--- config.mk ---
export PLATFORM = sky130hd
export DESIGN_NAME = wheel_speed_pd_controller_core
export DESIGN_NICKNAME = d
export VERILOG_FILES = /design/src/sv/wspdc_pkg.sv /design/src/sv/wheel_speed_pd_controller_core.sv /design/src/sv/wspdc_datapath.sv /design/src/sv/wspdc_ctrl.sv
export SDC_FILE = /design/constraint.sdc
export NUM_CORES = 2
export LEC_CHECK = 0
export BUFFER_PORTS_ARGS = -buffer_cell sky130_fd_sc_hd__buf_2
export CAP_MARGIN = 20
export CORE_ASPECT_RATIO = 0.8
export CORE_MARGIN = 5
export CORE_UTILIZATION = 40
export CTS_CLUSTER_SIZE = 28
export DETAILED_ROUTE_END_ITERATION = 8
export PLACE_DENSITY = 0.6
export SLEW_MARGIN = 0
export SYNTH_ARGS = -nofsm -noshare
export SYNTH_HDL_FRONTEND = slang
export SYNTH_SLANG_ARGS = --single-unit
--- constraint.sdc ---
create_clock -name clock -period 24.3 [get_ports clock]
set_clock_uncertainty 0.1 [all_clocks]
set_input_delay 4.86 -clock clock [delete_from_list [all_inputs] [get_ports clock]]
set_output_delay 4.86 -clock clock [all_outputs]
set_load 0.02 [all_outputs]
--- src/sv/wspdc_pkg.sv ---
package wspdc_pkg;

   // fixed field widths
   localparam int TIME_W     = 16;
   localparam int GAIN_W     = 16;
   localparam int TARGET_W   = 15;
   localparam int ERR_W      = 24;
   localparam int DRIVE_W    = 9;
   localparam int PD_SHIFT   = 20;
   localparam int CSR_ADDR_W = 3;
   localparam int CSR_DATA_W = 16;
   localparam int RSP_DATA_W = 24;
   localparam int RSP_USER_W = 1;

   // saturation limits
   localparam logic signed [DRIVE_W-1:0] DRIVE_MAX = 9'sd255;
   localparam logic signed [DRIVE_W-1:0] DRIVE_MIN = -9'sd255;
   localparam logic signed [ERR_W-1:0]   ERR_MAX   = 24'sh7fffff;
   localparam logic signed [ERR_W-1:0]   ERR_MIN   = 24'sh800000;

   // register reset values
   localparam logic [GAIN_W-1:0] KP_RESET   = 16'd12800;
   localparam logic [GAIN_W-1:0] KD_RESET   = 16'd1280;
   localparam logic [GAIN_W-1:0] DIST_RESET = 16'd11765;

   // register indexes
   typedef enum logic [CSR_ADDR_W-1:0] {
      CSR_MOTOR_ENABLE = 3'd0,
      CSR_TARGET_LEFT  = 3'd1,
      CSR_TARGET_RIGHT = 3'd2,
      CSR_KP_GAIN      = 3'd3,
      CSR_KD_GAIN      = 3'd4,
      CSR_DIST_TICK    = 3'd5
   } csr_index_type;

   // sequencer states
   typedef enum logic [3:0] {
      ST_IDLE,
      ST_SPEED_MUL,
      ST_DIV_LOAD,
      ST_DIV,
      ST_ERR,
      ST_KP_MUL,
      ST_KD_MUL,
      ST_WHEEL_DONE,
      ST_OUTPUT
   } ctrl_state_type;

   // datapath operations
   typedef enum logic [3:0] {
      OP_NONE,
      OP_CAPTURE,
      OP_SPEED_MUL,
      OP_DIV_LOAD,
      OP_DIV_STEP,
      OP_ERR,
      OP_KP_MUL,
      OP_KD_MUL,
      OP_WHEEL_DONE,
      OP_OUTPUT
   } dp_op_type;

   typedef struct packed {
      dp_op_type op;
      logic      wheel;   // 0 left, 1 right
   } dp_cmd_type;

   typedef struct packed {
      logic active;       // loop enabled with a nonzero target
   } dp_sts_type;

endpackage

--- src/sv/wheel_speed_pd_controller_core.sv ---
// Wheel speed PD controller. Each sample transfer (timestamp and two encoder
// counts) produces one result transfer with both motor drives and a flag that
// tells whether the speed loop ran. With the loop running, a sample passes
// through the restoring speed divider, which makes one quotient bit a cycle and
// is shared by both wheels along with one multiplier; with the loop disabled or
// both targets zero the sample goes straight to the result register. A new sample
// is taken the cycle after the result is loaded, while that result waits for
// the consumer. Registers must be written only while the block is idle; the
// block itself does not enforce this.
module wheel_speed_pd_controller_core #(
   parameter int COUNT_WIDTH = 16
) (
   input  logic                                   clock,
   input  logic                                   reset,
   input  logic                                   req_tvalid,
   output logic                                   req_tready,
   // timestamp_ms, left_count, right_count from bit 0 up, zero padded
   input  logic [((wspdc_pkg::TIME_W+2*COUNT_WIDTH+7)/8)*8-1:0] req_tdata,
   output logic                                   rsp_tvalid,
   input  logic                                   rsp_tready,
   // left_drive, right_drive from bit 0 up, zero padded
   output logic [wspdc_pkg::RSP_DATA_W-1:0]       rsp_tdata,
   // loop_active
   output logic [wspdc_pkg::RSP_USER_W-1:0]       rsp_tuser,
   input  logic                                   csr_wen,
   input  logic [wspdc_pkg::CSR_ADDR_W-1:0]       csr_addr,
   input  logic [wspdc_pkg::CSR_DATA_W-1:0]       csr_wdata
);
   import wspdc_pkg::*;

   localparam int REQ_W = ((TIME_W + 2*COUNT_WIDTH + 7) / 8) * 8;

   dp_cmd_type cmd;
   dp_sts_type sts;

   wspdc_ctrl #(
      .COUNT_WIDTH(COUNT_WIDTH)
   ) u_ctrl (
      .clock      (clock),
      .reset      (reset),
      .req_tvalid (req_tvalid),
      .req_tready (req_tready),
      .rsp_tvalid (rsp_tvalid),
      .rsp_tready (rsp_tready),
      .cmd        (cmd),
      .sts        (sts)
   );

   wspdc_datapath #(
      .COUNT_WIDTH(COUNT_WIDTH),
      .REQ_W      (REQ_W)
   ) u_datapath (
      .clock     (clock),
      .reset     (reset),
      .req_tdata (req_tdata),
      .csr_wen   (csr_wen),
      .csr_addr  (csr_addr),
      .csr_wdata (csr_wdata),
      .cmd       (cmd),
      .sts       (sts),
      .rsp_data  (rsp_tdata),
      .rsp_user  (rsp_tuser)
   );

endmodule

--- src/sv/wspdc_datapath.sv ---
module wspdc_datapath #(
   parameter int COUNT_WIDTH = 16,
   parameter int REQ_W       = 48
) (
   input  logic                                 clock,
   input  logic                                 reset,
   input  logic [REQ_W-1:0]                     req_tdata,
   input  logic                                 csr_wen,
   input  logic [wspdc_pkg::CSR_ADDR_W-1:0]     csr_addr,
   input  logic [wspdc_pkg::CSR_DATA_W-1:0]     csr_wdata,
   input  wspdc_pkg::dp_cmd_type                cmd,
   output wspdc_pkg::dp_sts_type                sts,
   output logic [wspdc_pkg::RSP_DATA_W-1:0]     rsp_data,
   output logic [wspdc_pkg::RSP_USER_W-1:0]     rsp_user
);
   import wspdc_pkg::*;

   localparam int CW   = COUNT_WIDTH;
   localparam int BW   = (CW > ERR_W + 1) ? CW : ERR_W + 1;
   localparam int PW   = GAIN_W + 1 + BW;
   localparam int DIVW = CW + 11;
   localparam int EW   = (DIVW + 2 > ERR_W + 1) ? DIVW + 2 : ERR_W + 1;
   localparam int AW   = 44;
   localparam int XW   = (PW > AW) ? PW : AW;
   localparam int QW   = AW - PD_SHIFT;

   // input fields
   logic [TIME_W-1:0] now_time;
   logic [CW-1:0]     now_left;
   logic [CW-1:0]     now_right;

   assign now_time  = req_tdata[TIME_W-1:0];
   assign now_left  = req_tdata[TIME_W+CW-1:TIME_W];
   assign now_right = req_tdata[TIME_W+2*CW-1:TIME_W+CW];

   // configuration registers
   logic                       enable_ff, enable_in;
   logic signed [TARGET_W-1:0] tgt_l_ff, tgt_l_in, tgt_r_ff, tgt_r_in;
   logic [GAIN_W-1:0]          kp_ff, kp_in, kd_ff, kd_in, dist_ff, dist_in;

   // sample state
   logic              seen_ff, seen_in;
   logic [TIME_W-1:0] prev_time_ff, prev_time_in;
   logic [CW-1:0]     prev_l_ff, prev_l_in, prev_r_ff, prev_r_in;
   logic [CW-1:0]     delta_l_ff, delta_l_in, delta_r_ff, delta_r_in;
   logic [TIME_W-1:0] elapsed_ff, elapsed_in;

   // loop state
   logic signed [ERR_W-1:0]   err_l_ff, err_l_in, err_r_ff, err_r_in;
   logic signed [DRIVE_W-1:0] drv_l_ff, drv_l_in, drv_r_ff, drv_r_in;

   // work registers
   logic signed [PW-1:0]      prod_ff, prod_in;
   logic [DIVW-1:0]           quo_ff, quo_in;
   logic [TIME_W-1:0]         rem_ff, rem_in;
   logic                      neg_ff, neg_in;
   logic signed [ERR_W-1:0]   err_cur_ff, err_cur_in;
   logic signed [AW-1:0]      acc_ff, acc_in;

   // result register
   logic [DRIVE_W-1:0] out_l_ff, out_l_in, out_r_ff, out_r_in;
   logic               out_act_ff, out_act_in;

   logic                       active;
   logic signed [GAIN_W:0]     mul_a;
   logic signed [BW-1:0]       mul_b;
   logic signed [PW-1:0]       mul_p;
   logic [TIME_W-1:0]          prev_time_eff;
   logic [CW-1:0]              prev_l_eff, prev_r_eff;
   logic [CW-1:0]              delta_sel;
   logic signed [TARGET_W-1:0] tgt_sel;
   logic signed [ERR_W-1:0]    err_last_sel;
   logic signed [DRIVE_W-1:0]  drv_last_sel;
   logic signed [ERR_W:0]      err_diff;
   logic [PW-1:0]              prod_mag;
   logic [TIME_W:0]            rem_sh;
   logic signed [EW-1:0]       speed;
   logic signed [EW-1:0]       err_raw;
   logic signed [XW-1:0]       prod_x;
   logic signed [AW-1:0]       prod_ext;
   logic signed [AW-1:0]       pd_sum;
   logic signed [QW-1:0]       pd_quo;
   logic signed [DRIVE_W-1:0]  drv_new;

   assign active  = enable_ff && ((tgt_l_ff != '0) || (tgt_r_ff != '0));
   assign sts.active = active;

   // operand selection by wheel
   always_comb begin
      delta_sel    = cmd.wheel ? delta_r_ff : delta_l_ff;
      tgt_sel      = cmd.wheel ? tgt_r_ff : tgt_l_ff;
      err_last_sel = cmd.wheel ? err_r_ff : err_l_ff;
      drv_last_sel = cmd.wheel ? drv_r_ff : drv_l_ff;
      err_diff     = (ERR_W+1)'(err_cur_ff) - (ERR_W+1)'(err_last_sel);
   end

   // shared multiplier
   always_comb begin
      case (cmd.op)
         OP_KP_MUL: begin
            mul_a = $signed({1'b0, kp_ff});
            mul_b = BW'(err_cur_ff);
         end
         OP_KD_MUL: begin
            mul_a = $signed({1'b0, kd_ff});
            mul_b = BW'(err_diff);
         end
         default: begin
            mul_a = $signed({1'b0, dist_ff});
            mul_b = BW'($signed(delta_sel));
         end
      endcase
      mul_p = PW'(mul_a * mul_b);
   end

   // divider step, speed, error and drive arithmetic
   always_comb begin
      prev_time_eff = seen_ff ? prev_time_ff : now_time;
      prev_l_eff    = seen_ff ? prev_l_ff : now_left;
      prev_r_eff    = seen_ff ? prev_r_ff : now_right;

      prod_mag = prod_ff[PW-1] ? PW'(-prod_ff) : PW'(prod_ff);
      rem_sh   = {rem_ff, quo_ff[DIVW-1]};

      if (elapsed_ff == '0) begin
         speed = '0;
      end else if (neg_ff) begin
         speed = -$signed(EW'(quo_ff));
      end else begin
         speed = $signed(EW'(quo_ff));
      end
      err_raw = EW'(tgt_sel) - speed;

      prod_x   = XW'(prod_ff);
      prod_ext = prod_x[AW-1:0];
      pd_sum   = acc_ff + prod_ext;
      pd_quo   = pd_sum[AW-1:PD_SHIFT];
      if (pd_sum[AW-1] && (pd_sum[PD_SHIFT-1:0] != '0)) begin
         pd_quo = pd_quo + QW'(1);
      end
      if (pd_quo > QW'(DRIVE_MAX)) begin
         drv_new = DRIVE_MAX;
      end else if (pd_quo < QW'(DRIVE_MIN)) begin
         drv_new = DRIVE_MIN;
      end else begin
         drv_new = pd_quo[DRIVE_W-1:0];
      end
   end

   // next state of all registers
   always_comb begin
      enable_in    = enable_ff;
      tgt_l_in     = tgt_l_ff;
      tgt_r_in     = tgt_r_ff;
      kp_in        = kp_ff;
      kd_in        = kd_ff;
      dist_in      = dist_ff;
      seen_in      = seen_ff;
      prev_time_in = prev_time_ff;
      prev_l_in    = prev_l_ff;
      prev_r_in    = prev_r_ff;
      delta_l_in   = delta_l_ff;
      delta_r_in   = delta_r_ff;
      elapsed_in   = elapsed_ff;
      err_l_in     = err_l_ff;
      err_r_in     = err_r_ff;
      drv_l_in     = drv_l_ff;
      drv_r_in     = drv_r_ff;
      prod_in      = prod_ff;
      quo_in       = quo_ff;
      rem_in       = rem_ff;
      neg_in       = neg_ff;
      err_cur_in   = err_cur_ff;
      acc_in       = acc_ff;
      out_l_in     = out_l_ff;
      out_r_in     = out_r_ff;
      out_act_in   = out_act_ff;

      // register writes
      if (csr_wen) begin
         case (csr_index_type'(csr_addr))
            CSR_MOTOR_ENABLE: enable_in = csr_wdata[0];
            CSR_TARGET_LEFT:  tgt_l_in  = $signed(csr_wdata[TARGET_W-1:0]);
            CSR_TARGET_RIGHT: tgt_r_in  = $signed(csr_wdata[TARGET_W-1:0]);
            CSR_KP_GAIN:      kp_in     = csr_wdata;
            CSR_KD_GAIN:      kd_in     = csr_wdata;
            CSR_DIST_TICK:    dist_in   = csr_wdata;
            default: ;
         endcase
      end

      case (cmd.op)
         // sample capture: wrapped deltas against the previous sample
         OP_CAPTURE: begin
            seen_in      = 1'b1;
            elapsed_in   = now_time - prev_time_eff;
            delta_l_in   = now_left - prev_l_eff;
            delta_r_in   = now_right - prev_r_eff;
            prev_time_in = now_time;
            prev_l_in    = now_left;
            prev_r_in    = now_right;
         end
         OP_SPEED_MUL: begin
            prod_in = mul_p;
         end
         // magnitude over 16 feeds the divider
         OP_DIV_LOAD: begin
            quo_in = prod_mag[DIVW+3:4];
            rem_in = '0;
            neg_in = prod_ff[PW-1];
         end
         // one restoring quotient bit
         OP_DIV_STEP: begin
            if (rem_sh >= {1'b0, elapsed_ff}) begin
               rem_in = TIME_W'(rem_sh - {1'b0, elapsed_ff});
               quo_in = {quo_ff[DIVW-2:0], 1'b1};
            end else begin
               rem_in = rem_sh[TIME_W-1:0];
               quo_in = {quo_ff[DIVW-2:0], 1'b0};
            end
         end
         OP_ERR: begin
            if (err_raw > EW'(ERR_MAX)) begin
               err_cur_in = ERR_MAX;
            end else if (err_raw < EW'(ERR_MIN)) begin
               err_cur_in = ERR_MIN;
            end else begin
               err_cur_in = err_raw[ERR_W-1:0];
            end
         end
         OP_KP_MUL: begin
            prod_in = mul_p;
         end
         // last drive in Q20 plus the proportional term
         OP_KD_MUL: begin
            prod_in = mul_p;
            acc_in  = (AW'(drv_last_sel) <<< PD_SHIFT) + prod_ext;
         end
         OP_WHEEL_DONE: begin
            if (cmd.wheel) begin
               drv_r_in = drv_new;
               err_r_in = err_cur_ff;
            end else begin
               drv_l_in = drv_new;
               err_l_in = err_cur_ff;
            end
         end
         // result register; an idle loop zeroes the drives
         OP_OUTPUT: begin
            out_act_in = active;
            if (active) begin
               out_l_in = drv_l_ff;
               out_r_in = drv_r_ff;
            end else begin
               out_l_in = '0;
               out_r_in = '0;
               drv_l_in = '0;
               drv_r_in = '0;
            end
         end
         default: ;
      endcase
   end

   // control and loop state
   always_ff @(posedge clock) begin
      if (reset) begin
         enable_ff <= 1'b0;
         tgt_l_ff  <= '0;
         tgt_r_ff  <= '0;
         kp_ff     <= KP_RESET;
         kd_ff     <= KD_RESET;
         dist_ff   <= DIST_RESET;
         seen_ff   <= 1'b0;
         err_l_ff  <= '0;
         err_r_ff  <= '0;
         drv_l_ff  <= '0;
         drv_r_ff  <= '0;
      end else begin
         enable_ff <= enable_in;
         tgt_l_ff  <= tgt_l_in;
         tgt_r_ff  <= tgt_r_in;
         kp_ff     <= kp_in;
         kd_ff     <= kd_in;
         dist_ff   <= dist_in;
         seen_ff   <= seen_in;
         err_l_ff  <= err_l_in;
         err_r_ff  <= err_r_in;
         drv_l_ff  <= drv_l_in;
         drv_r_ff  <= drv_r_in;
      end
   end

   // payload registers
   always_ff @(posedge clock) begin
      prev_time_ff <= prev_time_in;
      prev_l_ff    <= prev_l_in;
      prev_r_ff    <= prev_r_in;
      delta_l_ff   <= delta_l_in;
      delta_r_ff   <= delta_r_in;
      elapsed_ff   <= elapsed_in;
      prod_ff      <= prod_in;
      quo_ff       <= quo_in;
      rem_ff       <= rem_in;
      neg_ff       <= neg_in;
      err_cur_ff   <= err_cur_in;
      acc_ff       <= acc_in;
      out_l_ff     <= out_l_in;
      out_r_ff     <= out_r_in;
      out_act_ff   <= out_act_in;
   end

   assign rsp_data = RSP_DATA_W'({out_r_ff, out_l_ff});
   assign rsp_user = out_act_ff;

`ifndef SYNTHESIS
   // stored drives never leave the saturated range
   a_drv_l_range: assert property (@(posedge clock) disable iff (reset)
      drv_l_ff != 9'sh100)
      else $error("left drive outside saturation range");
   a_drv_r_range: assert property (@(posedge clock) disable iff (reset)
      drv_r_ff != 9'sh100)
      else $error("right drive outside saturation range");
   // a zeroed result leaves the last drives cleared
   a_idle_clears: assert property (@(posedge clock) disable iff (reset)
      (cmd.op == OP_OUTPUT) && !active |=> (drv_l_ff == '0) && (drv_r_ff == '0))
      else $error("last drives not cleared when loop idle");
`endif

endmodule

--- src/sv/wspdc_ctrl.sv ---
module wspdc_ctrl #(
   parameter int COUNT_WIDTH = 16
) (
   input  logic                  clock,
   input  logic                  reset,
   input  logic                  req_tvalid,
   output logic                  req_tready,
   output logic                  rsp_tvalid,
   input  logic                  rsp_tready,
   output wspdc_pkg::dp_cmd_type cmd,
   input  wspdc_pkg::dp_sts_type sts
);
   import wspdc_pkg::*;

   localparam int DIVW  = COUNT_WIDTH + 11;
   localparam int CNT_W = $clog2(DIVW);

   ctrl_state_type   state_ff, state_in;
   logic             wheel_ff, wheel_in;
   logic [CNT_W-1:0] cnt_ff, cnt_in;
   logic             rsp_valid_ff, rsp_valid_in;
   logic             out_free;

   assign out_free   = !rsp_valid_ff || rsp_tready;
   assign rsp_tvalid = rsp_valid_ff;

   // next state
   always_comb begin
      state_in = state_ff;
      case (state_ff)
         ST_IDLE: begin
            if (req_tvalid) begin
               state_in = sts.active ? ST_SPEED_MUL : ST_OUTPUT;
            end
         end
         ST_SPEED_MUL: state_in = ST_DIV_LOAD;
         ST_DIV_LOAD:  state_in = ST_DIV;
         ST_DIV: begin
            if (cnt_ff == CNT_W'(DIVW - 1)) begin
               state_in = ST_ERR;
            end
         end
         ST_ERR:        state_in = ST_KP_MUL;
         ST_KP_MUL:     state_in = ST_KD_MUL;
         ST_KD_MUL:     state_in = ST_WHEEL_DONE;
         ST_WHEEL_DONE: state_in = wheel_ff ? ST_OUTPUT : ST_SPEED_MUL;
         ST_OUTPUT: begin
            if (out_free) begin
               state_in = ST_IDLE;
            end
         end
         default: state_in = ST_IDLE;
      endcase
   end

   // commands and counters
   always_comb begin
      req_tready   = 1'b0;
      cmd.op       = OP_NONE;
      cmd.wheel    = wheel_ff;
      wheel_in     = wheel_ff;
      cnt_in       = cnt_ff;
      rsp_valid_in = rsp_valid_ff && !rsp_tready;
      case (state_ff)
         ST_IDLE: begin
            req_tready = 1'b1;
            wheel_in   = 1'b0;
            if (req_tvalid) begin
               cmd.op = OP_CAPTURE;
            end
         end
         ST_SPEED_MUL: cmd.op = OP_SPEED_MUL;
         ST_DIV_LOAD: begin
            cmd.op = OP_DIV_LOAD;
            cnt_in = '0;
         end
         ST_DIV: begin
            cmd.op = OP_DIV_STEP;
            cnt_in = cnt_ff + CNT_W'(1);
         end
         ST_ERR:    cmd.op = OP_ERR;
         ST_KP_MUL: cmd.op = OP_KP_MUL;
         ST_KD_MUL: cmd.op = OP_KD_MUL;
         ST_WHEEL_DONE: begin
            cmd.op   = OP_WHEEL_DONE;
            wheel_in = 1'b1;
         end
         ST_OUTPUT: begin
            if (out_free) begin
               cmd.op       = OP_OUTPUT;
               rsp_valid_in = 1'b1;
            end
         end
         default: ;
      endcase
   end

   always_ff @(posedge clock) begin
      if (reset) begin
         state_ff     <= ST_IDLE;
         wheel_ff     <= 1'b0;
         cnt_ff       <= '0;
         rsp_valid_ff <= 1'b0;
      end else begin
         state_ff     <= state_in;
         wheel_ff     <= wheel_in;
         cnt_ff       <= cnt_in;
         rsp_valid_ff <= rsp_valid_in;
      end
   end

`ifndef SYNTHESIS
   // a sample transfer always starts the sequence
   a_accept_leaves_idle: assert property (@(posedge clock) disable iff (reset)
      req_tvalid && req_tready |=> state_ff != ST_IDLE)
      else $error("sequencer stayed idle after sample transfer");
   // divider always starts from a cleared count
   a_div_count_start: assert property (@(posedge clock) disable iff (reset)
      state_ff == ST_DIV_LOAD |=> cnt_ff == '0)
      else $error("divider count not cleared");
   // loading the result register presents a result
   a_output_valid: assert property (@(posedge clock) disable iff (reset)
      cmd.op == OP_OUTPUT |=> rsp_valid_ff && state_ff == ST_IDLE)
      else $error("result not presented after load");
   // second wheel always follows the first
   a_wheel_order: assert property (@(posedge clock) disable iff (reset)
      state_ff == ST_WHEEL_DONE && !wheel_ff |=> state_ff == ST_SPEED_MUL && wheel_ff)
      else $error("right wheel step skipped");
`endif

endmodule
==> impl_results.md <==
* Worst Setup End Kind: flip-flop
* Cts repair resizes at 0
* Mean number of vias per cell at 5.39
* Post-CTS setup buffer count at 0
* Antenna violations before repair at 0
* Core area at 102000 um^2
* Initial core utilization at 40.3%
* Clock Latency Late Sink at 0.61 ns
* Routed WL at 121000 um
* Min-delay src: u_datapath.kd_ff[4]
* DR WL/cell at 19.9 um
* CP bufs+invs at 4
* TritonRoute pass-1 iters at 6
* Hold Buf Count CTS at 0
* Vias in the first global route at 32.1k
* Die Wd at 369 um
* GRT overflow at 0
* Delay-heaviest family, CP: compound AO/OA/AOI/OAI gates
* Commonest non-fill, non-tap cell in the layout: nand2_1
* Worst Max-Slew Pin Slew at 1.13 ns
* FP Rows at 105
* Fmax at 71.3 MHz
* First-pass GRT wire length at 189000 um
* Share of the synthesized area in the top cell type at 19.5%
* Gr usage total at 21.8%
* Die H at 297 um
* Antenna cells at 0
* Flops & latches, synth at 425
* Syn_area_per_cell at 8.83 um^2
* Reg2reg start: u_ctrl.wheel_ff
* FFs w/ async S/R, synth at 0%
* Status: completed
* Setup Total Neg Slack at 0 ns
* DP HPWL at 94000 um
* Cells after synthesis at 4674
* Setup CP Type: in2reg
* Ys flop type: edfxtp_1
* Fin. Hold Viols at 0
* Root Buffer: clkbuf_16
* IO Pins at 99
* Clock sink total at 425
* Most frequent cells in the layout: nand2_1, inv_1, nor2_1
* # DRC at 0
* CTS H-tree lvls at 2
* TritonCTS Buffers at 48
* Synth area leaders: edfxtp_1, fa_1, ha_1
* Worst Setup SP: req_tvalid
* Worst path max stage delay at 0.75 ns
* Post-synth EDFFs at 268
* Share of cells above drive strength 1 at 6.33%
* Critical Path Start Type: input pin
* Final instance area at 44800 um^2
* Largest net degree at the start of global routing at 100
* Area leader, netlist: edfxtp_1
* Post-Syn Area at 41300 um^2
* WP data required at 24.53 ns
* Longest Clk Path Bufs at 3
* Worst endpoint data arrival time at 14.25 ns
* Max-cap violations at 0
* TritonCTS clock tree: done
* Clock transition at path regs at 0.06 ns
* Area growth syn-to-layout at 8.62%
* Routed vias at 32.7k
* Post-route insts no fill at 6073
* Rel. slew slack at 24.5%
* CP max-delay cell: a21oi_1
* Yosys synthesis warning count at 0
* Placed insts at 5981
* Crit path max fanout at 47
* Total die area at 110000 um^2
* Gp weighted congestion at 0.965
* Post-DP Area at 43200 um^2
* Nets@finish at 5453
* Tmin final at 14.02 ns
* Post-synth cell types at 73
* # setup viols final at 0
* Port Buffers at 92
* Critical Path Most Common Cell: fa_1
* Final worst-path cycle share at 57.7%
* Initial DRC count at 2994
* Routed Antenna Nets at 0
* Hold Path Class: reg2reg
* Share of the yosys chip area belonging to registers at 27.1%
* RSZ-0062 raised after global routing: no
* Max Slew Vio Count at 0
## Yosys cell counts (23+ instances only)
library cell,instances
a21o_1,80
xnor2_1,136
nor2b_1,42
a21boi_0,34
fa_1,399
nor4_1,26
mux2_2,25
nor2_1,428
xor2_1,78
clkbuf_1,158
o21a_1,38
a21oi_1,324
edfxtp_1,268
nand3b_1,23
inv_1,613
o21ai_0,170
a211oi_1,30
and2_1,41
ha_1,285
mux2i_1,106
dfxtp_1,157
nand2b_1,62
nand4_1,26
nor3_1,59
nand3_1,53
o31ai_1,29
nand2_1,696
## sequential cells by signal, summed over array words and instances, names as in the netlist, 16 cells and up
signal / count
u_datapath.delta_l_ff: 16
u_datapath.kd_ff: 16
u_datapath.prev_time_ff: 16
u_datapath.err_l_ff: 24
u_datapath.dist_ff: 16
u_datapath.prev_l_ff: 16
u_datapath.acc_ff: 43
u_datapath.kp_ff: 16
u_datapath.err_cur_ff: 24
u_datapath.quo_ff: 27
u_datapath.delta_r_ff: 16
u_datapath.rem_ff: 16
u_datapath.err_r_ff: 24
u_datapath.prod_ff: 42
u_datapath.elapsed_ff: 16
u_datapath.prev_r_ff: 16
## through the flow
step                      setup slack (ns)  hold slack, ns  util [%]
final                                10.28           0.354      43.8
after global routing                  9.61           0.370      43.8
after CTS                            10.38           0.356      43.7
after detailed placement              9.79           0.347      42.2
after global placement               10.02           0.341      42.2
after floorplan                      10.09           0.333         -
## per-layer routing
metal  part of all wire, %  track usage (%)
met5                     0                0
met1                    48             33.7
met3                   9.5             5.20
met2                    40             30.9
met4                   2.2             4.42
## layout make-up
cell class                      instances  area [um^2]
Inverter                              613         2300
Sequential cell                       425        11200
Multi-Input combinational cell       3462        27200
Tap cell                             1337         1670
Clock buffer                           66         1390
Fill cell                           10100        57600
Clock inverter                         23          203
Timing Repair Buffer                  147          892
## worst reg2reg max path, delay by kind of cell, from the launching register on
| kind | cells | cell delay [ns] |
|---|---|---|
| multiplexers | 1 | 0.33 |
| adder cells (fa/ha/maj) | 8 | 3.74 |
| AND/OR/NAND/NOR | 4 | 0.40 |
| AO/OA/AOI/OAI | 22 | 5.68 |
| XOR/XNOR | 2 | 0.47 |
| flip-flops | 1 | 0.72 |
| buffers and inverters | 5 | 0.93 |
## logic make-up (layout without fill, tap and decap cells)
| kind of cell | count (synthesis) | in the layout | share of synthesized area [%] |
|---|---|---|---|
| fa+ha+maj | 684 | 684 | 28.0 |
| simple gates | 1552 | 1552 | 16.7 |
| other cells | 1 | 6 | 0.00908 |
| mux | 131 | 131 | 3.25 |
| compound gates | 875 | 875 | 13.2 |
| buf+inv | 792 | 849 | 7.26 |
| xor+xnor | 214 | 214 | 4.54 |
| flops | 425 | 425 | 27.1 |
## worst paths after layout
kind | end | slack, ns | cells past startpoint
worst min register to register | u_datapath.kd_ff[4] | 0.35 | 2
worst min-delay path | u_datapath.kd_ff[4] | 0.35 | 2
worst max register to register | u_datapath.prod_ff[38] | 11.71 | 42
worst max-delay path | u_datapath.prod_ff[41] | 10.28 | 31
Power is not shown: default switching activity piles up to over one toggle a cycle in this logic, so the estimate is an artifact.
